`src/rtl/bed3_pkg.sv`:
```
// ----------------------------------------------------------------------------
// bed3_pkg: shared types and constants of the 3x3 binary erode/dilate block
// Payload structs, per-item control flags, register indexes and defaults.
// ----------------------------------------------------------------------------
package bed3_pkg;

    // Default size limits of the line buffer and the row counter.
    localparam int DEF_MAX_WIDTH  = 1024;
    localparam int DEF_MAX_HEIGHT = 1024;

    // Depth of the queue between the front and the back.
    localparam int QUEUE_DEPTH = 4;

    // Configuration port.
    localparam int CFG_IDX_W  = 2;
    localparam int CFG_DATA_W = 11;

    localparam logic [CFG_IDX_W-1:0] CFG_MODE   = 2'd0;
    localparam logic [CFG_IDX_W-1:0] CFG_WIDTH  = 2'd1;
    localparam logic [CFG_IDX_W-1:0] CFG_HEIGHT = 2'd2;

    localparam logic MODE_ERODE  = 1'b0;
    localparam logic MODE_DILATE = 1'b1;

    localparam logic [CFG_DATA_W-1:0] RST_WIDTH  = 11'd640;
    localparam logic [CFG_DATA_W-1:0] RST_HEIGHT = 11'd480;

    localparam logic [7:0] FULL_PIXEL = 8'hFF;

    typedef struct packed {
        logic [7:0] pixel_in;
        logic       pad;
    } t_pix_in;

    typedef struct packed {
        logic [7:0] pixel_out;
        logic       frame_last;
    } t_pix_out;

    // Classification that the front attaches to every beat.
    typedef struct packed {
        logic has_result;  // this beat retires one result pixel
        logic last;        // that result closes the frame
        logic interior;    // that result pixel is not on the border
    } t_item_ctl;

endpackage

```
`src/rtl/bed3_queue.sv`:
```
// ----------------------------------------------------------------------------
// bed3_queue: small register FIFO between front and back
// Holds classified beats so that either side can stall on its own.
// ----------------------------------------------------------------------------
module bed3_queue #(
    parameter int DATA_W = 8,
    parameter int DEPTH  = bed3_pkg::QUEUE_DEPTH
) (
    input  logic              i_clk,
    input  logic              i_rst_n,
    input  logic              i_push,
    input  logic [DATA_W-1:0] i_data,
    output logic              o_full,
    input  logic              i_pop,
    output logic              o_valid,
    output logic [DATA_W-1:0] o_data
);

    localparam int PW = $clog2(DEPTH);
    localparam int CW = $clog2(DEPTH + 1);

    logic [DATA_W-1:0] r_slot [DEPTH];
    logic [PW-1:0]     r_wr_ptr;
    logic [PW-1:0]     r_rd_ptr;
    logic [CW-1:0]     r_count;
    logic [PW-1:0]     n_wr_ptr;
    logic [PW-1:0]     n_rd_ptr;

    assign n_wr_ptr = (r_wr_ptr == PW'(DEPTH - 1)) ? '0 : r_wr_ptr + 1'b1;
    assign n_rd_ptr = (r_rd_ptr == PW'(DEPTH - 1)) ? '0 : r_rd_ptr + 1'b1;

    always_ff @(posedge i_clk) begin
        if (!i_rst_n) begin
            r_wr_ptr <= '0;
            r_rd_ptr <= '0;
            r_count  <= '0;
        end else begin
            if (i_push) begin
                r_wr_ptr <= n_wr_ptr;
            end
            if (i_pop) begin
                r_rd_ptr <= n_rd_ptr;
            end
            if (i_push && !i_pop) begin
                r_count <= r_count + 1'b1;
            end else if (!i_push && i_pop) begin
                r_count <= r_count - 1'b1;
            end
        end
    end

    always_ff @(posedge i_clk) begin
        if (i_push) begin
            r_slot[r_wr_ptr] <= i_data;
        end
    end

    assign o_full  = (r_count == CW'(DEPTH));
    assign o_valid = (r_count != '0);
    assign o_data  = r_slot[r_rd_ptr];

endmodule

```
`config.mk`:
```
export PLATFORM = sky130hd
export DESIGN_NAME = bed3_queue
export DESIGN_NICKNAME = d
export VERILOG_FILES = /design/src/rtl/bed3_pkg.sv /design/src/rtl/bed3_queue.sv
export SDC_FILE = /design/constraint.sdc
export NUM_CORES = 1
export LEC_CHECK = 0
export ABC_AREA = 1
export BUFFER_PORTS_ARGS = -buffer_cell sky130_fd_sc_hd__clkbuf_2
export CAP_MARGIN = 10
export CORE_ASPECT_RATIO = 0.7
export CORE_MARGIN = 5
export CORE_UTILIZATION = 40
export DETAILED_ROUTE_END_ITERATION = 10
export GPL_TIMING_DRIVEN = 0
export PLACE_DENSITY = 0.69
export RECOVER_POWER = 50
export SETUP_SLACK_MARGIN = 0.2
export SLEW_MARGIN = 25
export SYNTH_ARGS = -nofsm -noshare
export SYNTH_HDL_FRONTEND = slang
export SYNTH_SLANG_ARGS = --single-unit
```
`constraint.sdc`:
```
create_clock -name i_clk -period 1.4 [get_ports i_clk]
set_input_delay 0.14 -clock i_clk [delete_from_list [all_inputs] [get_ports i_clk]]
set_output_delay 0.14 -clock i_clk [all_outputs]
set_load 0.02 [all_outputs]
```
Yosys cells after proc, flatten, opt, wreduce, memory -nomap -nowiden
Memory sizes are Yosys's and may differ from the RTL's. A register that Yosys moved wholly into a read port is not among the register bits.
Index checks and enable logic that the tools add are counted.
Cells by class
  $add $sub $neg: 4
  equality and inequality tests: 3
  mux-type cells: 8
  reduce and logical (&&, ||, !) cells: 6
Operator list (number)
  two-way mux 2 bit: 4
  two-way mux 3 bit: 2
  adder 2 x 1 -> 2 bit, second input constant: 2
  == test 2 bit, second input constant: 2
  adder 3 x 1 -> 3 bit, second input constant: 1
  == test 3 bit, second input constant: 1
  nonzero test 3 bit: 1
  subtractor 3 x 1 -> 3 bit, second input constant: 1
  logical AND 1 bit: 2
  logical NOT 1 bit: 2
  two-way mux 1 bit: 2
  nonzero test 2 bit: 1
Word-level totals
  register bits after elaboration: 7
  bits in writable memories: 32
  input port bits: 12
  output and inout bits: 10
  logic and storage cells: 25
  memories kept: 1
Memory list
  r_slot: words 4, bits a word 8, read ports 1, clocked after memory_dff 1, wr ports 1, RTL line bed3_queue.sv:22  | logic [DATA_W-1:0] r_slot [DEPTH];

Depth between registers and ports, before layout
Gate-level depths: netlist of the first run.
  word-level depth: 4
  gate-level depth with buffers: 10
  depth with buffers taken out: 10

Least setup slack after synthesis of the first run
No wires, ideal clock.
  kind: input to register
  from: input port i_pop
  to: register r_count[2]
  library setup time: 0.110 ns
  arrival: 1.081 ns
  data required time: 1.290 ns
  path slack: 0.209 ns
  stages: 10
  buffers on the path: 0
  cells stage by stage: inv_1 ha_1 inv_1 fa_1 inv_1 nand2_1 nand3_1 nand2_1 inv_1 nor2_1
On the way
  longest elaborated chain between the ends: 3
  elaborated cells between the ends (all ways): 5
  classes of those cells: 1 x mux; 4 x reduce/logical
Ends and longest elaborated chain
  start, declared: RTL line bed3_queue.sv:14  | input logic i_pop,
  logical NOT 1 bit: RTL line bed3_queue.sv:44  | if (i_push && !i_pop) begin
  logical AND 1 bit: RTL line bed3_queue.sv:44
  two-way mux 3 bit or nonzero test 2 bit (tied branches)
  end signal, assigned: RTL line bed3_queue.sv:45  | r_count <= r_count + 1'b1;
  end signal, assigned: RTL line bed3_queue.sv:47  | r_count <= r_count - 1'b1;
  end, declared: RTL line bed3_queue.sv:25  | logic [CW-1:0] r_count;
Parallel ways exist; a longest one is shown, timed or not.
A chain may end at the register's enable or synchronous reset.

==> qor.log, run 1 <==
[setup_path] critical path startpoint category register
[placement] pre-CTS setup slack -0.00578 ns
[synthesis] most frequently used flop master after synthesis edfxtp_1
[synthesis] number of enable-type register cells in the synthesized netlist 32
[min_path] start point of the worst hold path i_data[4]
[floorplanning] Starting Density 41.9%
[clocking] clock slew at reported path FFs 0.07 ns
[synthesis] Cell Area, Synth 1650 sq um
[power] static power due to leakage 0.826 nW
[min_path] path class of the lowest-slack min-delay path in2reg
[global_routing] maximum number of pins on one net before global-route repair 12
[route] DR iter-0 viols 44
[job] max capacitance violation total 0
[timing] slew at the pin with the worst max-slew slack 0.345 ns
[floorplanning] die area 5540 sq um
[cells_and_area] number of nets in the layout 191
[clocking] CTS HTree Levels 2
[timing] number of endpoints with negative hold slack in the final report 0
[placement] placed wire-length estimate 2260 microns
[power] power density of the placed cells 1190 nW/um^2
[clocking] Num Clock Sinks 41
[global_routing] wire length of the first global-routing pass 5600 microns
[timing] Setup-failing EPs final 7
[setup_path] peak per-stage delay on the critical path 0.40 ns
[synthesis] yosys warns 0
[floorplanning] horizontal die dimension 86.9 microns
[cells_and_area] final core utilization 57.2%
[setup_path] cell-by-cell trace of the critical path inv_6 > buf_12 > buf_4 > o21ai_2 > o22ai_2 > buf_6
[timing] fin crit share 107%
[setup_path] beginning of the worst register-to-register path r_wr_ptr[0]$_SDFFE_PN0P_
[synthesis] Post-Synthesis Cells 136
[route] aggregate routed wire length 3590 microns
[cells_and_area] fraction of layout cells with a size suffix above 1 42.2%
[setup_path] Buf/Inv on CP 4
[power] Power, Total 2.69 mW
[global_routing] overflow left after global routing 0
[setup_path] arrival time at the worst endpoint 1.36 ns
[route] via count normalized by instance count 5.21
[clocking] buffer levels on the longest clock path 2
[outcome] violations in the final reports setup timing
[floorplanning] I/O pin cnt 22
[cells_and_area] Inserted Diodes 0
[setup_path] data required time at the worst endpoint 1.26 ns
[timing] Peak Freq 0.669 GHz
[route] wire per inst 16.0 microns
[placement] gpl congestion 0.761
[synthesis] synth top area cells edfxtp_1 (58%), dfxtp_1 (11%), nor2_1 (5.2%)
[synthesis] sequential-to-total area share from yosys stat 69.0%
[setup_path] Worst Setup End Kind output port
[timing] final-report max-slew violation count 0
[floorplanning] placeable core region 3950 sq um
[clocking] number of buffers added by the clock tree synthesis step 5
[synthesis] async set-or-reset flop fraction in the synthesized netlist 0%
[timing] crit path setup slack, layout -0.0956 ns
[clocking] clock tree from TritonCTS yes
[outcome] run status complete, but fails checks
[timing] Worst Skew 0.00540 ns
[timing] setup tns final -0.494 ns
[global_routing] initial antenna violation count 0
[setup_path] cell with the largest stage delay on the worst path dfxtp_4
[floorplanning] number of core rows 19
[route] highest metal layer used by the detailed router met4
[route] # DRC 0
[setup_path] dominant delay contributor by cell family on the critical path buffers and inverters
[synthesis] net count of the mapped netlist 155
[placement] placement-stage cell area 1820 sq um
[timing] Max-Slew Margin vs Limit 77.0%
[clocking] Post-CTS Hold Fix Bufs 0
[route] routed via count 1,173
[timing] minimum clock period 1.50 ns
[synthesis] Synth Register Bits 41
[setup_path] crit path max fanout 5
[route] routed metal-1 wirelength 1460 microns
[clocking] clock latency on the worst-skew pair 0.29 ns
[setup_path] class of the most critical setup path reg2out
[route] number of optimization iterations in the first detailed-route pass 4
[route] routed wire length on met2 1850 microns
[route] antenna-violating nets left 0
[global_routing] GRT Overall Usage 13.6%
[cells_and_area] Area growth, synth to finish 36.4%
[floorplanning] Die Y 63.8 microns
[synthesis] cell type with the largest total area after synthesis edfxtp_1
[synthesis] post-synth top area share 58.1%
[clocking] cell chosen for the clock root clkbuf_8
[power] peak supply drop 0.000646 V
[synthesis] mean instance size in the synthesized netlist 12.2 sq um
[route] total length of routed met3 wires 149 microns
[timing] setup repair after global routing missed its margin yes
[global_routing] vias in the first global route 1,210
[placement] PortBufs 21
[synthesis] Synth cell types 19
[cells_and_area] design area 2260 sq um
==> cells by family after synthesis <==
logic type | Yosys count | share of synthesized area [%]
flip-flops | 41 | 69.0
adder cells (fa/ha/maj) | 7 | 5.75
AND/OR/NAND/NOR | 39 | 9.61
buffers and inverters | 18 | 4.99
AO/OA/AOI/OAI | 30 | 10.1
XOR/XNOR | 1 | 0.530
==> state kept, by name (all words and copies together) (netlist names), named ones only <==
name and cells:
r_count 3, r_rd_ptr 2, r_slot 32, r_wr_ptr 2
==> Yosys cell counts, types with 2 or more instances <==
library cell / number
nor3_1: 3
buf_6: 2
ha_1: 6
o22ai_1: 8
nor2_1: 23
nand2_1: 9
dfxtp_1: 9
o21ai_0: 15
inv_1: 15
nor2_2: 2
a21oi_1: 3
edfxtp_1: 32
o21ai_2: 2
o21ai_1: 2
==> routing by layer <==
| layer | global-route usage [%] | vias up |
|---|---|---|
| li1 | - | 551 |
| met1 | 15.6 | 582 |
| met2 | 23.0 | 26 |
| met3 | 4.24 | 14 |
| met4 | 7.00 | 0 |
| met5 | 0 | - |
==> timing repair <==
| action | CTS | global route |
|---|---|---|
| cloned | 1 | 0 |
| gates resized for setup | 53 | 44 |
| setup buffers | 7 | 0 |
| setup endpoints to repair | 42 | 42 |
| pin swaps | 9 | 12 |
==> area by class of cell <==
cell class | instances | area [sq um]
Clock buffer | 8 | 80.1
Tap cell | 52 | 65.1
Multi-Input combinational cell | 77 | 594
Sequential cell | 41 | 1150
Inverter | 16 | 87.6
Buffer | 2 | 31.3
Fill cell | 334 | 1690
Timing Repair Buffer | 29 | 244
==> placed cells by master (no fill, tap or decap), types with 5 or more instances in the layout <==
| cell type | count |
|---|---|
| buf_4 | 9 |
| buf_6 | 6 |
| clkbuf_1 | 11 |
| clkbuf_8 | 7 |
| dfxtp_1 | 5 |
| edfxtp_1 | 32 |
| inv_1 | 6 |
| nor2_1 | 18 |
| o21ai_0 | 9 |
| o21ai_2 | 6 |
| o22ai_2 | 5 |
==> stage by stage <==
step / hold slack, ns / cells
4_1_cts: 0.0651 / 225
3_3_place_gp: 0.352 / 209
6_report: 0.109 / 225
3_5_place_dp: 0.364 / 209
5_1_grt: 0.114 / 225
2_1_floorplan: 0.239 / 136
==> final timing paths <==
check / to / slack [ns] / cells past startpoint
setup / recovery: o_data[4] / -0.1 / 6
hold / removal: r_slot[0][4]$_DFFE_PP_ / 0.11 / 1
setup reg to reg: r_slot[0][3]$_DFFE_PP_ / 0.05 / 4
hold reg to reg: r_count[1]$_SDFFE_PN0P_ / 0.54 / 2
==> power breakdown <==
part / leakage, nW / internal [mW] / switching, mW
sequential: 0.371 / 1.38 / 0.0560
combinational: 0.415 / 0.241 / 0.295
clock: 0.0395 / 0.354 / 0.358
total: 0.826 / 1.98 / 0.710
Note: power is estimated with default switching activity, not from simulation.
==> run 2: changes to the inputs <==
Settings changed: ABC_AREA 1 to 0, CTS_BUF_LIST from default to sky130_fd_sc_hd__clkbuf_2.
==> run 2 against run 1 <==
Against the previous run:
- the run still ends with setup timing left
- synthesized cell count decreased by 37%
- non-clock buffer count increased by 3
- worst hold slack got worse by 0.068 ns
- setup slack got worse by 0.23 ns
- register-to-register slack got worse by 0.12 ns
- critical path type unchanged
==> qor.log, run 2 <==
[floorplanning] placeable core region 3920 sq um
[setup_path] critical path startpoint category register
[clocking] clock slew at reported path FFs 0.20 ns
[cells_and_area] Area growth, synth to finish 27.6%
[timing] setup repair after global routing missed its margin yes
[power] share of total power in sequential cells 55.7%
[setup_path] worst-case register-to-register setup slack -0.07 ns
[route] # DRC 0
[setup_path] number of cells on the worst reg-to-reg path 4
[min_path] WHS Path Cells 2
[timing] minimum clock period 1.73 ns
[synthesis] Synth Register Bits 41
[power] static power due to leakage 0.739 nW
[synthesis] Synth cell types 20
[floorplanning] I/O pin cnt 22
[setup_path] arrival time at the worst endpoint 1.59 ns
[route] via count normalized by instance count 4.76
[setup_path] peak per-stage delay on the critical path 0.53 ns
[power] Power Internal 1.94 mW
[placement] placement-stage cell area 1810 sq um
[timing] number of endpoints with negative hold slack in the final report 0
[power] switching power as a share of total power 24.2%
[global_routing] maximum number of pins on one net before global-route repair 14
[outcome] run status complete, but fails checks
[synthesis] most frequently used flop master after synthesis edfxtp_1
[timing] crit path setup slack, layout -0.327 ns
[timing] Setup-failing EPs final 10
[min_path] path class of the lowest-slack min-delay path in2reg
[clocking] number of buffers added by the clock tree synthesis step 5
[synthesis] net count of the mapped netlist 105
[route] wire per inst 14.6 microns
[setup_path] crit path max fanout 8
[cells_and_area] Top Registers r_slot: 32 flops, r_count: 3 flops
[cells_and_area] number of nets in the layout 144
[synthesis] simple-gate share of the synthesized area 5.65%
[global_routing] vias in the first global route 842
[synthesis] Cell Area, Synth 1620 sq um
[synthesis] combinational family with the most area after synthesis multiplexers
[route] antenna-violating nets left 0
[setup_path] dominant delay contributor by cell family on the critical path multiplexers
[floorplanning] number of core rows 19
[placement] gpl congestion 0.678
[setup_path] end of the worst register-to-register path r_count[2]$_SDFFE_PN0P_
[route] number of optimization iterations in the first detailed-route pass 4
[cells_and_area] number of flip-flops under the largest register name 32
[synthesis] number of enable-type register cells in the synthesized netlist 32
[cells_and_area] fraction of layout cells with a size suffix above 1 37.3%
[timing] fin crit share 123%
[timing] worst slack on hold paths 0.0416 ns
[floorplanning] horizontal die dimension 86.0 microns
[timing] Worst Skew 0.0182 ns
[route] routed via count 847
[synthesis] post-synth top area share 59.4%
[timing] final-report max-slew violation count 0
[setup_path] cell-by-cell trace of the critical path buf_12 > mux4_2 > buf_8
[synthesis] Adder-Cell Fraction of Synth Area 5.88%
[clocking] Num Clock Sinks 41
[cells_and_area] register with the most flip-flops r_slot
[global_routing] wire length of the first global-routing pass 4210 microns
[synthesis] xor/xnor cell area share of the yosys netlist 1.08%
[synthesis] mean instance size in the synthesized netlist 18.8 sq um
[power] Clk pwr share 26.1%
[cells_and_area] design area 2060 sq um
[route] DR iter-0 viols 38
[placement] pre-CTS setup slack -0.234 ns
[floorplanning] die area 5430 sq um
[global_routing] overflow left after global routing 0
[min_path] start point of the worst hold path i_rst_n
[power] portion of total power attributed to combinational logic 18.2%
[placement] PortBufs 21
[setup_path] Buf/Inv on CP 2
[synthesis] multiplexer share of the synthesized area 13.6%
[synthesis] leading cell types by count after synthesis edfxtp_1 (32), dfxtp_1 (9), mux4_2 (8)
[outcome] violations in the final reports setup timing
[synthesis] yosys warns 0
[placement] placed wire-length estimate 1780 microns
[clocking] clock tree from TritonCTS yes
[setup_path] Worst Setup End Kind output port
[floorplanning] Die Y 63.2 microns
[clocking] buffer levels on the longest clock path 2
[synthesis] sequential-to-total area share from yosys stat 70.6%
[clocking] CTS HTree Levels 2
[power] Psw 619 uW
[synthesis] async set-or-reset flop fraction in the synthesized netlist 0%
[clocking] clock latency on the worst-skew pair 0.38 ns
[synthesis] Post-Synthesis Cells 86
[setup_path] class of the most critical setup path reg2out
[setup_path] cell with the largest stage delay on the worst path mux4_2
[synthesis] complex-gate fraction of the synthesized area 1.24%
[power] peak supply drop 0.000740 V
[power] power density of the placed cells 1240 nW/um^2
[synthesis] synth top area cells edfxtp_1 (59%), dfxtp_1 (11%), mux4_2 (11%)
[global_routing] GRT Overall Usage 10.6%
[setup_path] beginning of the worst register-to-register path r_count[0]$_SDFFE_PN0P_
[cells_and_area] Inserted Diodes 0
[setup_path] data required time at the worst endpoint 1.26 ns
[global_routing] initial antenna violation count 0
[route] aggregate routed wire length 2600 microns
[job] max capacitance violation total 0
[synthesis] leading cell type by number of instances after synthesis edfxtp_1
[timing] slew at the pin with the worst max-slew slack 0.268 ns
[cells_and_area] most common cell after layout, fill and taps aside edfxtp_1
[timing] Peak Freq 0.579 GHz
[cells_and_area] highest-count cells in the layout ignoring fill and taps edfxtp_1 (32), clkbuf_2 (9), buf_6 (9)
[synthesis] cell type with the largest total area after synthesis edfxtp_1
[timing] Max-Slew Margin vs Limit 81.9%
[clocking] cell chosen for the clock root clkbuf_2
[floorplanning] Starting Density 41.2%
run 2: repair_timing:
item,4_1_cts,5_1_grt
resized for setup,16,29
endpoints found under the setup margin,43,35
hold endpoints to repair,32,0
setup buffers,2,1
hold buffers,8,0
pin swaps,1,1
run 2: area by class of cell:
cell class,instances,area (sq um)
tap,52,65.1
timing repair buffer,32,262
inverter,4,17.5
buffer,2,25.0
multi-input combinational,39,479
clock inverter,3,41.3
fill,325,1860
clock buffer,5,25.0
sequential,41,1150
run 2: metal layers:
metal  share of wire (%)  up-vias  track usage [%]
li1                    -      403                -
met1                  45      420             14.2
met2                  48       20             15.3
met3                 5.4        4             4.17
met4                 1.1        0             4.15
met5                   0        -                0
run 2: cells by family after synthesis:
kind of cell               count (synthesis)
adders and majority gates                  7
xor gates and xnor gates                   2
and+or+nand+nor                           15
AOI/OAI and AO/OA                          3
muxes                                     12
DFF                                       41
buffers and inverters                      6
run 2: worst max path at each step:
stage	from	end	depth (start not counted)
after global routing	register	o_data[6]	3
after detailed placement	i_push	r_count[2]$_SDFFE_PN0P_	7
final	register	o_data[6]	3
after global placement	i_push	r_count[2]$_SDFFE_PN0P_	7
after CTS	register	o_data[6]	3
after floorplan	r_count[0]$_SDFFE_PN0P_	r_count[2]$_SDFFE_PN0P_	4
run 2: power groups by stage:
stage          Sequential [mW]  Clock, mW  Combinational, mW
2_1_floorplan             1.44          0              0.239
3_3_place_gp              1.44          0              0.333
3_5_place_dp              1.45          0              0.350
4_1_cts                   1.42      0.681              0.405
5_1_grt                   1.43      0.721              0.503
6_report                  1.42      0.667              0.466
run 2: through the flow:
| stage | std cells | total power, mW | utilization [%] | setup TNS [ns] |
|---|---|---|---|---|
| finish | 178 | 2.56 | 52.6 | -2.51 |
| global placement | 159 | 1.78 | 46.0 | -0.0967 |
| detailed placement | 159 | 1.80 | 46.0 | -0.234 |
| global route | 178 | 2.66 | 52.6 | -3.33 |
| floorplan | 86 | 1.68 | - | 0 |
| CTS | 177 | 2.51 | 51.3 | -2.91 |
