$ cat src/rtl/bed3_pkg.sv
// ----------------------------------------------------------------------------
// bed3_pkg: shared types and constants of the 3x3 binary erode/dilate block
// Payload structs, per-item control flags, register indexes and defaults.
// ----------------------------------------------------------------------------
package bed3_pkg;

    // Default size limits of the line buffer and the row counter.
    localparam int DEF_MAX_WIDTH  = 1024;
    localparam int DEF_MAX_HEIGHT = 1024;

    // Depth of the queue between the front and the back.
    localparam int QUEUE_DEPTH = 4;

    // Configuration port.
    localparam int CFG_IDX_W  = 2;
    localparam int CFG_DATA_W = 11;

    localparam logic [CFG_IDX_W-1:0] CFG_MODE   = 2'd0;
    localparam logic [CFG_IDX_W-1:0] CFG_WIDTH  = 2'd1;
    localparam logic [CFG_IDX_W-1:0] CFG_HEIGHT = 2'd2;

    localparam logic MODE_ERODE  = 1'b0;
    localparam logic MODE_DILATE = 1'b1;

    localparam logic [CFG_DATA_W-1:0] RST_WIDTH  = 11'd640;
    localparam logic [CFG_DATA_W-1:0] RST_HEIGHT = 11'd480;

    localparam logic [7:0] FULL_PIXEL = 8'hFF;

    typedef struct packed {
        logic [7:0] pixel_in;
        logic       pad;
    } t_pix_in;

    typedef struct packed {
        logic [7:0] pixel_out;
        logic       frame_last;
    } t_pix_out;

    // Classification that the front attaches to every beat.
    typedef struct packed {
        logic has_result;  // this beat retires one result pixel
        logic last;        // that result closes the frame
        logic interior;    // that result pixel is not on the border
    } t_item_ctl;

endpackage

$ cat src/rtl/bed3_front.sv
// ----------------------------------------------------------------------------
// bed3_front: configuration registers, raster position and beat classification
// Tracks the column and row of the next beat and tags each beat with whether
// it retires a result, whether that result is interior and whether it is last.
// ----------------------------------------------------------------------------
module bed3_front #(
    parameter int MAX_WIDTH  = bed3_pkg::DEF_MAX_WIDTH,
    parameter int MAX_HEIGHT = bed3_pkg::DEF_MAX_HEIGHT
) (
    input  logic                              i_clk,
    input  logic                              i_rst_n,
    input  logic                              i_cfg_write,
    input  logic [bed3_pkg::CFG_IDX_W-1:0]    i_cfg_index,
    input  logic [bed3_pkg::CFG_DATA_W-1:0]   i_cfg_data,
    input  logic                              i_accept,
    input  bed3_pkg::t_pix_in                 i_pix,
    output logic                              o_mode,
    output logic [$clog2(MAX_WIDTH)-1:0]      o_col,
    output logic [7:0]                        o_px,
    output bed3_pkg::t_item_ctl               o_ctl
);

    localparam int AW = $clog2(MAX_WIDTH);
    localparam int WV = $clog2(MAX_WIDTH + 1);
    localparam int HV = $clog2(MAX_HEIGHT + 1);
    localparam int RW = $clog2(MAX_HEIGHT + 2);

    logic          r_mode;
    logic [WV-1:0] r_width;
    logic [HV-1:0] r_height;
    logic [AW-1:0] r_col;
    logic [RW-1:0] r_row;

    logic [WV-1:0] width_sat;
    logic [HV-1:0] height_sat;
    logic [WV-1:0] col_ext;
    logic [WV-1:0] q_col;
    logic [RW-1:0] q_row;
    logic          has_result;
    logic          last;
    logic          interior;
    logic          row_end;

    // Zero counts as one; values above MAX_WIDTH or MAX_HEIGHT saturate.
    always_comb begin
        if (i_cfg_data == '0) begin
            width_sat = WV'(1);
        end else if (32'(i_cfg_data) > MAX_WIDTH) begin
            width_sat = WV'(MAX_WIDTH);
        end else begin
            width_sat = WV'(i_cfg_data);
        end
        if (i_cfg_data == '0) begin
            height_sat = HV'(1);
        end else if (32'(i_cfg_data) > MAX_HEIGHT) begin
            height_sat = HV'(MAX_HEIGHT);
        end else begin
            height_sat = HV'(i_cfg_data);
        end
    end

    assign col_ext = WV'(r_col);

    // Position of the pixel whose result this beat retires.
    always_comb begin
        if (r_col != '0) begin
            q_col = col_ext - 1'b1;
            q_row = r_row - 1'b1;
        end else begin
            q_col = r_width - 1'b1;
            q_row = r_row - RW'(2);
        end
    end

    assign has_result = (r_row >= RW'(2)) || ((r_row == RW'(1)) && (r_col != '0));
    assign last       = (r_col == '0) && (r_row == RW'(r_height) + 1'b1);
    assign interior   = (q_row != '0) && ((RW'(q_row) + RW'(2)) <= RW'(r_height) + 1'b1)
                        && (q_row != RW'(r_height) - 1'b1)
                        && (q_col != '0) && ((q_col + 1'b1) < r_width);
    assign row_end    = (col_ext + 1'b1) >= r_width;

    always_ff @(posedge i_clk) begin
        if (!i_rst_n) begin
            r_mode   <= bed3_pkg::MODE_ERODE;
            r_width  <= WV'(bed3_pkg::RST_WIDTH > CFG_MAXW() ? CFG_MAXW() :
                            bed3_pkg::RST_WIDTH);
            r_height <= HV'(bed3_pkg::RST_HEIGHT > CFG_MAXH() ? CFG_MAXH() :
                            bed3_pkg::RST_HEIGHT);
            r_col    <= '0;
            r_row    <= '0;
        end else if (i_cfg_write) begin
            case (i_cfg_index)
                bed3_pkg::CFG_MODE: begin
                    r_mode <= i_cfg_data[0];
                end
                bed3_pkg::CFG_WIDTH: begin
                    r_width <= width_sat;
                    r_col   <= '0;
                    r_row   <= '0;
                end
                bed3_pkg::CFG_HEIGHT: begin
                    r_height <= height_sat;
                    r_col    <= '0;
                    r_row    <= '0;
                end
                default: begin
                end
            endcase
        end else if (i_accept) begin
            if (last) begin
                r_col <= '0;
                r_row <= '0;
            end else if (row_end) begin
                r_col <= '0;
                r_row <= r_row + 1'b1;
            end else begin
                r_col <= r_col + 1'b1;
            end
        end
    end

    function automatic logic [bed3_pkg::CFG_DATA_W-1:0] CFG_MAXW();
        return (MAX_WIDTH > 2047) ? 11'd2047 : bed3_pkg::CFG_DATA_W'(MAX_WIDTH);
    endfunction

    function automatic logic [bed3_pkg::CFG_DATA_W-1:0] CFG_MAXH();
        return (MAX_HEIGHT > 2047) ? 11'd2047 : bed3_pkg::CFG_DATA_W'(MAX_HEIGHT);
    endfunction

    assign o_mode = r_mode;
    assign o_col  = r_col;
    assign o_px   = i_pix.pad ? 8'd0 : i_pix.pixel_in;
    assign o_ctl  = '{has_result: has_result, last: last, interior: interior};

endmodule

$ cat config.mk
export PLATFORM = sky130hd
export DESIGN_NAME = bed3_front
export DESIGN_NICKNAME = d
export VERILOG_FILES = /design/src/rtl/bed3_pkg.sv /design/src/rtl/bed3_front.sv
export SDC_FILE = /design/constraint.sdc
export NUM_CORES = 1
export LEC_CHECK = 0
export BUFFER_PORTS_ARGS = -buffer_cell sky130_fd_sc_hd__buf_2
export CORE_MARGIN = 4
export CORE_UTILIZATION = 45
export CTS_BUF_LIST = sky130_fd_sc_hd__clkbuf_8
export CTS_CLUSTER_SIZE = 30
export DETAILED_ROUTE_END_ITERATION = 10
export PLACE_DENSITY = 0.73
export SYNTH_ARGS = -nofsm -noshare
export SYNTH_HDL_FRONTEND = slang
export SYNTH_SLANG_ARGS = --single-unit
export TNS_END_PERCENT = 50
$ cat constraint.sdc
create_clock -name i_clk -period 6.4 [get_ports i_clk]
set_input_delay 1.6 -clock i_clk [delete_from_list [all_inputs] [get_ports i_clk]]
set_output_delay 1.6 -clock i_clk [all_outputs]
set_load 0.005 [all_outputs]
# --- Word level (Yosys, flattened, before mapping) ---
# Index checks and enable logic that the tools add are counted.
word_totals:
  regBits: 44
  inputBits: 26
  word_cells: 63
op_classes:
  n_addsub: 11
  order_cmp: 5
  eq_ne: 6
  mux: 15
  n_reduce_logical: 21
ops:
  columns: ["cell", "n"]
  rows:
  - ["11-bit 2-to-1 mux", 9]
  - ["10-bit 2-to-1 mux", 5]
  - ["11-bit by 1-bit adder with 11-bit output (second input constant)", 3]
  - ["11-bit by 1-bit subtractor with 11-bit output (second input constant)", 3]
  - ["11-bit nonzero test", 2]
  - ["10-bit by 1-bit adder with 11-bit output (second input constant)", 1]
  - ["11-bit by 2-bit adder with 11-bit output (second input constant)", 1]
  - ["11-bit by 1-bit equality test with 1-bit output (second input constant)", 1]
  - ["11-bit equality test", 1]
  - ["11-bit greater-or-equal comparator", 1]
  - ["11-bit by 2-bit greater-or-equal comparator with 1-bit output (second input constant)", 1]
  - ["11-bit > comparator (second input constant)", 1]
  - ["11-bit <= comparator", 1]
  - ["11-bit zero test", 1]
  - ["11-bit less-than comparator", 1]
  - ["11-bit inequality test", 1]
  - ["10-bit by 1-bit subtractor with 11-bit output (second input constant)", 1]
  - ["11-bit by 2-bit subtractor with 11-bit output (second input constant)", 1]
  - ["10-bit by 1-bit adder with 10-bit output (second input constant)", 1]
  - ["10-bit zero test", 1]
  - ["10-bit nonzero test", 1]
  - ["8-bit 2-to-1 mux", 1]
  - ["2-bit AND reduction", 4]
  - ["1-bit logical AND", 6]
  - ["other kinds (9)", 9]

# --- Depth between registers and ports, before layout ---
# Gate-level depths: netlist (run 1).
depth:
  word_depth: 8
  depth_mapped: 23
  ltp_nobuf: 20

# --- Worst setup path after synthesis (run 1) ---
# Ideal clock, no wire load.
synth_path:
  kind: "register to output"
  start: "register r_col[0] (netlist: o_col[0])"
  end: "output o_ctl[0] (netlist bit)"
  t_arrival_ps: 4782
  required_time_ps: 4800
  setup_slack_ps: 18
  stages_incl_launch_ff: 23
  path_buffers: 3
  cell_sequence: "dfxtp_1 -> inv_1 -> ha_1 -> nor4b_1 -> buf_2 -> nand3_1 -> clkbuf_1 -> mux2i_1 -> ha_1 -> o311a_1 -> nand3_1 -> a2111oi_0 -> mux2i_1 -> nor2_1 -> xor2_1 -> ha_1 -> nand4_1 -> nor3_1 -> a21oi_1 -> o211ai_1 -> a41o_1 -> a211oi_2 -> buf_4"
synth_between:
  elab_chain_len: 8
synth_lines:
  columns: ["item", "line", "source"]
  rows:
  - ["start: declaration", "bed3_front.sv:31", "logic [AW-1:0] r_col;"]
  - ["start signal: assignment", "bed3_front.sv:117", "r_col <= r_col + 1'b1;"]
  - ["branches (longest 7 deep; another with 10-bit by 1-bit subtractor with 11-bit output)", null, null]
  - ["1-bit logical AND *", "bed3_front.sv:79", "&& (q_col != '0) && ((q_col + 1'b1) < r_width);"]
  - ["end: declaration", "bed3_front.sv:20", "output bed3_pkg::t_item_ctl o_ctl"]
# Every way passes the cells marked *.

==> results.tsv, run 1 <==
metric	value	unit
status	completed	
largest net degree at the start of global routing	24	
Unique masters post-synth	70	
Worst-path clk slew	80	ps
post-route cell area	0.005834	mm²
Initial Utilization	0.4660	
Post-Syn Area	0.005140	mm²
Root Buffer	clkbuf_8	
# diodes	0	
startpoint types	register	
antenna violations before repair	0	
vias in the first global route	4897	
Post-CTS Hold Fix Bufs	0	
top post-synthesis cells by count	nor2_1 (56), nand2_1 (54), ha_1 (49)	
Req. time, crit path	4800	ps
full die area	0.01320	mm²
most frequent cell after synthesis	nor2_1	
Max-cap violations	0	
total grt overflow	0	
Main synth FF type	dfxtp_1	
Arr. time, crit path	4660	ps
Async SR Flop Fraction	0	
setup TNS	0	ps
clock tree sinks	44	
CP cell instances	inv_4 > ha_4 > or4b_4 > nor4_4 > o21ai_2 > xor2_2 > nor4_4 > nand2_2 > nor4_2 > xnor2_1 > ha_1 > a2111oi_4 > nand2b_1 > o221ai_2 > o211ai_1 > a41o_1 > a211oi_2 > buf_2	
Post-DP HPWL	11900	µm
skew final	12.23	ps
DR DRC count	0	
syn_nets	754	
max incr delay on CP	540	ps
most used cell, CP	nor4_4	
via count	5241	
RSZ-0062 raised after global routing	yes	
buffers and inverters on the worst path	2	
H-tree depth	2	
Die Y	114.9	µm
minimum clock period	6260	ps
total CTS buffers	5	
synth-to-layout area growth	13.51	%
port bufs	47	
# setup viols final	0	
Total GRT Usage	0.2275	
share of layout cells above drive strength 1	0.1849	
CP max FO	8	
met3 routed WL	933	µm
Synth Instances	679	
Syn. warnings	0	
Tcrit/Tclk final	0.9781	
Worst VDD drop	0.1019	mV
FF+latch count, synth	44	
min-delay worst type	register to register	
I/O Pins	48	
CP delay by family, top	simple AND/OR/NAND/NOR gates	
Yosys top cell area share	0.1714	
gpl congestion	0.9817	
Longest Clk Path Bufs	2	
Final Hold Fails	0	
Placed Area	0.005509	mm²
final hold slack	465.0	ps
met1 WL	6449	µm
Max Freq	159.8	MHz
Crit Path Class	register to output port	
Routed met2 length	7352	µm
max-slew violations	0	
Post-synth EDFFs	0	
P per Cell Area	146.3	mW/mm²
# placed instances	839	
drt pass-1 iters	5	
syn avg cell area	7.570	µm²
DR WL/cell	17.85	µm
first-pass GRT wire length	24540	µm
total power	853.3	µW
final wirelength	15250	µm
clock latency on the worst-skew pair	310	ps
largest cells by area after synthesis	dfxtp_1 (17%), ha_1 (12%), xnor2_1 (7.3%)	
Rel. slew slack	0.1046	
Seq/Total Area, Yosys	0.1714	
Core Rows	38	
DR top layer	met4	
actual slew at the worst max-slew pin	1331	ps
DR iter-0 viols	306	
Worst Setup End Kind	output port	
CTS tree	yes	
vias per cell	6.137	
fin cells	854	
fin nets	788	
Post-DRT Antenna Nets	0	
Fill cells	1060	
area of the core	0.01103	mm²
Worst path slowest cell	or4b_4	
leading area contributor after synthesis	dfxtp_1	
Die W	114.9	µm
Leakage	0.002482	µW
## tightest hold or removal path: stages (launching register included)
cell and delay, ps:
dfxtp_1 320, nand2_1 50, a21oi_1 60
## cells by family (layout without fill, tap and decap cells)
family	Yosys count	after routing	synth area share
and+or+nand+nor	282	282	0.3016
adders and majority gates	49	49	0.1193
muxes	10	10	0.02020
xor gates and xnor gates	72	72	0.1310
DFF	44	44	0.1714
AOI/OAI and AO/OA	138	138	0.1909
buffers and inverters	84	119	0.06572
## registers in the layout, indices dropped and copies added (netlist names)
signal,count
r_height,11
o_col,10
o_mode,1
r_width,11
r_row,11
## routing by layer
| metal | vias up | track usage |
|---|---|---|
| met1 | 2451 | 0.2967 |
| met5 | - | 0 |
| met4 | 0 | 0.08920 |
| met2 | 216 | 0.3858 |
| li1 | 2536 | - |
| met3 | 38 | 0.02263 |
## stage by stage
stage	worst slack [ps]	utilization
CTS	5.286	0.5124
finish	140.3	0.5289
global placement	88.15	0.4994
global route	-101.1	0.5289
floorplan	17.79	-
detailed placement	1.216	0.4994
## power breakdown
part	leakage [µW]	switching, µW	internal (µW)
sequential	0.000357	10.1	279
clock	0.0000593	97.0	114
combinational	0.00207	193	160
## area by class of cell
class	count	area (µm²)	area share
clock buffer	5	68.82	0.01179
clock inverter	3	38.79	0.006648
sequential	44	882.1	0.1512
inverter	35	133.9	0.02295
tap	140	175.2	0.03002
multi-input combinational	551	4083	0.6998
timing repair buffer	76	452.9	0.07763
## final timing paths
path | cells past startpoint | endpoint | start | slack [ps]
max reg2reg | 15 | r_row[0]$_SDFFE_PN0P_ | o_col[0]$_SDFFE_PN0P_ | 1780
min reg2reg | 2 | o_mode$_SDFFE_PN0P_ | o_mode$_SDFFE_PN0P_ | 460
min | 2 | o_mode$_SDFFE_PN0P_ | o_mode$_SDFFE_PN0P_ | 460
max | 18 | o_ctl[0] | o_col[0]$_SDFFE_PN0P_ | 140
## layout by cell type, fill, tap and decap left out, types with 16 or more instances in the layout
master and instances:
ha_1 47, nor4_1 18, nor2_1 55, nand2_1 52
inv_1 33, nand3_1 28, dfxtp_1 43, xor2_1 24
xnor2_1 40, a21oi_1 40, buf_4 29, buf_2 47
nor2b_1 16
## what timing repair did
action	CTS	global route
pin swaps	1	13
resized for setup	6	28
buffers inserted	1	6
endpoints found under the setup margin	1	1
(Power assumes the default switching activity.)
==> inputs of run 2 (changes only) <==
--- a/config.mk
+++ b/config.mk
@@ -6,7 +6,7 @@
 export NUM_CORES = 1
 export LEC_CHECK = 0
 export BUFFER_PORTS_ARGS = -buffer_cell sky130_fd_sc_hd__buf_2
-export CORE_MARGIN = 4
+export CORE_MARGIN = 2
 export CORE_UTILIZATION = 45
 export CTS_BUF_LIST = sky130_fd_sc_hd__clkbuf_8
 export CTS_CLUSTER_SIZE = 30
==> results.tsv, run 2 (synthesized netlist as in run 1, its figures left out) <==
metric	value	unit	change
Worst VDD drop	0.08691	mV	was 0.1019 mV
synth-to-layout area growth	12.56	%	was 13.51%
CTS tree	yes		unchanged
status	completed		unchanged
total CTS buffers	5		unchanged
Root Buffer	clkbuf_8		unchanged
fin cells	855		was 854
buffers and inverters on the worst path	2		unchanged
Post-CTS Hold Fix Bufs	0		unchanged
via count	5179		was 5,241
DR iter-0 viols	427		was 306
leading cell type in the layout, fill and taps excluded	nor2_1		unchanged
Post-DP HPWL	11950	µm	was 11,900 µm
clock tree sinks	44		unchanged
Sw Ratio	0.3586		was 0.3514
largest net degree at the start of global routing	24		unchanged
Post-DRT Antenna Nets	0		unchanged
Max Freq	160.5	MHz	was 159.8 MHz
Sw Pwr	290.6	µW	was 299.9 µW
Die W	110.9	µm	was 114.9 µm
# setup viols final	0		unchanged
area of the core	0.01127	mm²	was 0.01103 mm²
final hold slack	492.5	ps	was 465.0 ps
Leakage	0.002457	µW	was 0.002482 µW
CP cell instances	inv_2 > ha_4 > or4b_4 > nor4_4 > o21ai_2 > xor2_1 > nor4_2 > nand2_1 > nor2_2 > xnor2_1 > ha_1 > a2111oi_4 > nand2b_1 > o221ai_2 > o211ai_1 > a41o_1 > a211oi_2 > buf_2		was inv_4 > ha_4 > or4b_4 > nor4_4 > o21ai_2 > xor2_2 > nor4_4 > nand2_2 > nor4_2 > xnor2_1 > ha_1 > a2111oi_4 > nand2b_1 > o221ai_2 > o211ai_1 > a41o_1 > a211oi_2 > buf_2
Max-cap violations	0		unchanged
clock power share	0.220		was 0.248
vias in the first global route	4837		was 4,897
I/O Pins	48		unchanged
most frequent cells in the layout	nor2_1 (55), nand2_1 (54), ha_1 (47), buf_2 (47), xnor2_1 (43)		was nor2_1 (55), nand2_1 (52), ha_1 (47), buf_2 (47), dfxtp_1 (43)
Req. time, crit path	4800	ps	about the same
Worst-path clk slew	90	ps	was 80 ps
clock latency on the worst-skew pair	300	ps	was 310 ps
first-pass GRT wire length	24670	µm	was 24,540 µm
max incr delay on CP	550	ps	was 540 ps
Total GRT Usage	0.2438		was 0.2275
gpl congestion	0.9400		was 0.9817
Longest Clk Path Bufs	2		unchanged
# placed instances	841		was 839
drt pass-1 iters	6		was 5
CP max FO	8		unchanged
minimum clock period	6232	ps	was 6260 ps
max-slew violations	0		unchanged
# diodes	0		unchanged
Worst Setup End Kind	output port		unchanged
total grt overflow	0		unchanged
vias per cell	6.057		was 6.137
actual slew at the worst max-slew pin	1132	ps	was 1331 ps
internal power contribution	519.7	µW	was 553.4 µW
port bufs	47		unchanged
skew final	11.20	ps	was 12.23 ps
final wirelength	15380	µm	was 15,250 µm
antenna violations before repair	0		unchanged
Largest regs	r_height (11), r_row (11), r_width (11)		unchanged
min-delay worst type	register to register		unchanged
RSZ-0062 raised after global routing	yes		unchanged
H-tree depth	2		unchanged
Worst path slowest cell	or4b_4		unchanged
Die Y	110.9	µm	was 114.9 µm
Arr. time, crit path	4630	ps	was 4660 ps
DR DRC count	0		unchanged
Crit Path Class	register to output port		unchanged
CP delay by family, top	simple AND/OR/NAND/NOR gates		unchanged
Core Rows	39		was 38
Fill cells	1069		was 1,060
P per Cell Area	140.1	mW/mm²	was 146.3 mW/mm²
Initial Utilization	0.4560		was 0.4660
Reg power frac	0.357		was 0.338
setup TNS	0	ps	unchanged
Logic pwr share	0.423		was 0.414
Rel. slew slack	0.2396		was 0.1046
startpoint types	register		unchanged
fin nets	786		was 788
share of layout cells above drive strength 1	0.1798		was 0.1849
DR WL/cell	17.99	µm	was 17.85 µm
Final Hold Fails	0		unchanged
Tcrit/Tclk final	0.9737		was 0.9781
full die area	0.01229	mm²	was 0.01320 mm²
## run 2: area by class of cell
cell class,count,area [µm²],area share
clock buffers,6,82.58,0.01427
clock inverters,2,7.507,0.001298
inverters,35,133.9,0.02314
multi-input cells,551,4059,0.7016
flip-flops and latches,44,885.9,0.1531
well taps,143,178.9,0.03093
repair buffers,74,437.9,0.07569
## run 2: repair_timing
item,CTS,global route
gates cloned,0,0
pin swaps,0,16
endpoints found under the setup margin,1,1
buffers inserted,0,6
gates resized for setup,6,24
## run 2: worst paths after layout
kind	start	end	slack (ps)	cells past startpoint
hold reg to reg	o_mode$_SDFFE_PN0P_	o_mode$_SDFFE_PN0P_	490	2
hold / removal	o_mode$_SDFFE_PN0P_	o_mode$_SDFFE_PN0P_	490	2
setup reg to reg	o_col[0]$_SDFFE_PN0P_	r_row[0]$_SDFFE_PN0P_	1530	15
setup / recovery	o_col[1]$_SDFFE_PN0P_	o_ctl[0]	170	18
## run 2: metrics by stage
stage | total power [µW] | utilization | setup slack (ps) | area, µm²
after floorplan | 531.2 | - | 17.79 | 5140
after global placement | 600.9 | 0.4884 | 184.6 | 5505
after detailed placement | 607.8 | 0.4884 | -37.37 | 5505
after CTS | 791.8 | 0.4989 | 21.70 | 5624
after global routing | 865.6 | 0.5133 | -38.76 | 5786
final | 810.4 | 0.5133 | 168.1 | 5786
## run 2: layer usage
layer | GRT usage | wire [µm] | vias up
met5 | 0 | 0 | -
met2 | 0.4102 | 7426 | 191
met3 | 0.02460 | 768 | 34
li1 | - | - | 2532
met1 | 0.3222 | 6713 | 2422
met4 | 0.09333 | 476 | 0
## run 2: power by group through the flow
stage / Combinational [µW] / Sequential (µW) / Clock (µW)
after floorplan: 243 / 289 / 0
after global placement: 306 / 295 / 0
after detailed placement: 313 / 295 / 0
after CTS: 321 / 288 / 182
after global routing: 380 / 290 / 195
final: 343 / 289 / 178
## run 2: worst reg2reg max path: stages, from the launching register on
cell and delay, ps:
dfxtp_2 360, buf_4 170, ha_1 230, and3_1 230, nand3_1 180, nor2_1 290, xor2_1 190, ha_1 260
a21o_1 190, a2111oi_0 430, o21ai_0 230, a31oi_1 300, o21bai_1 220, nor3_1 910, o21a_1 400, mux2_2 210
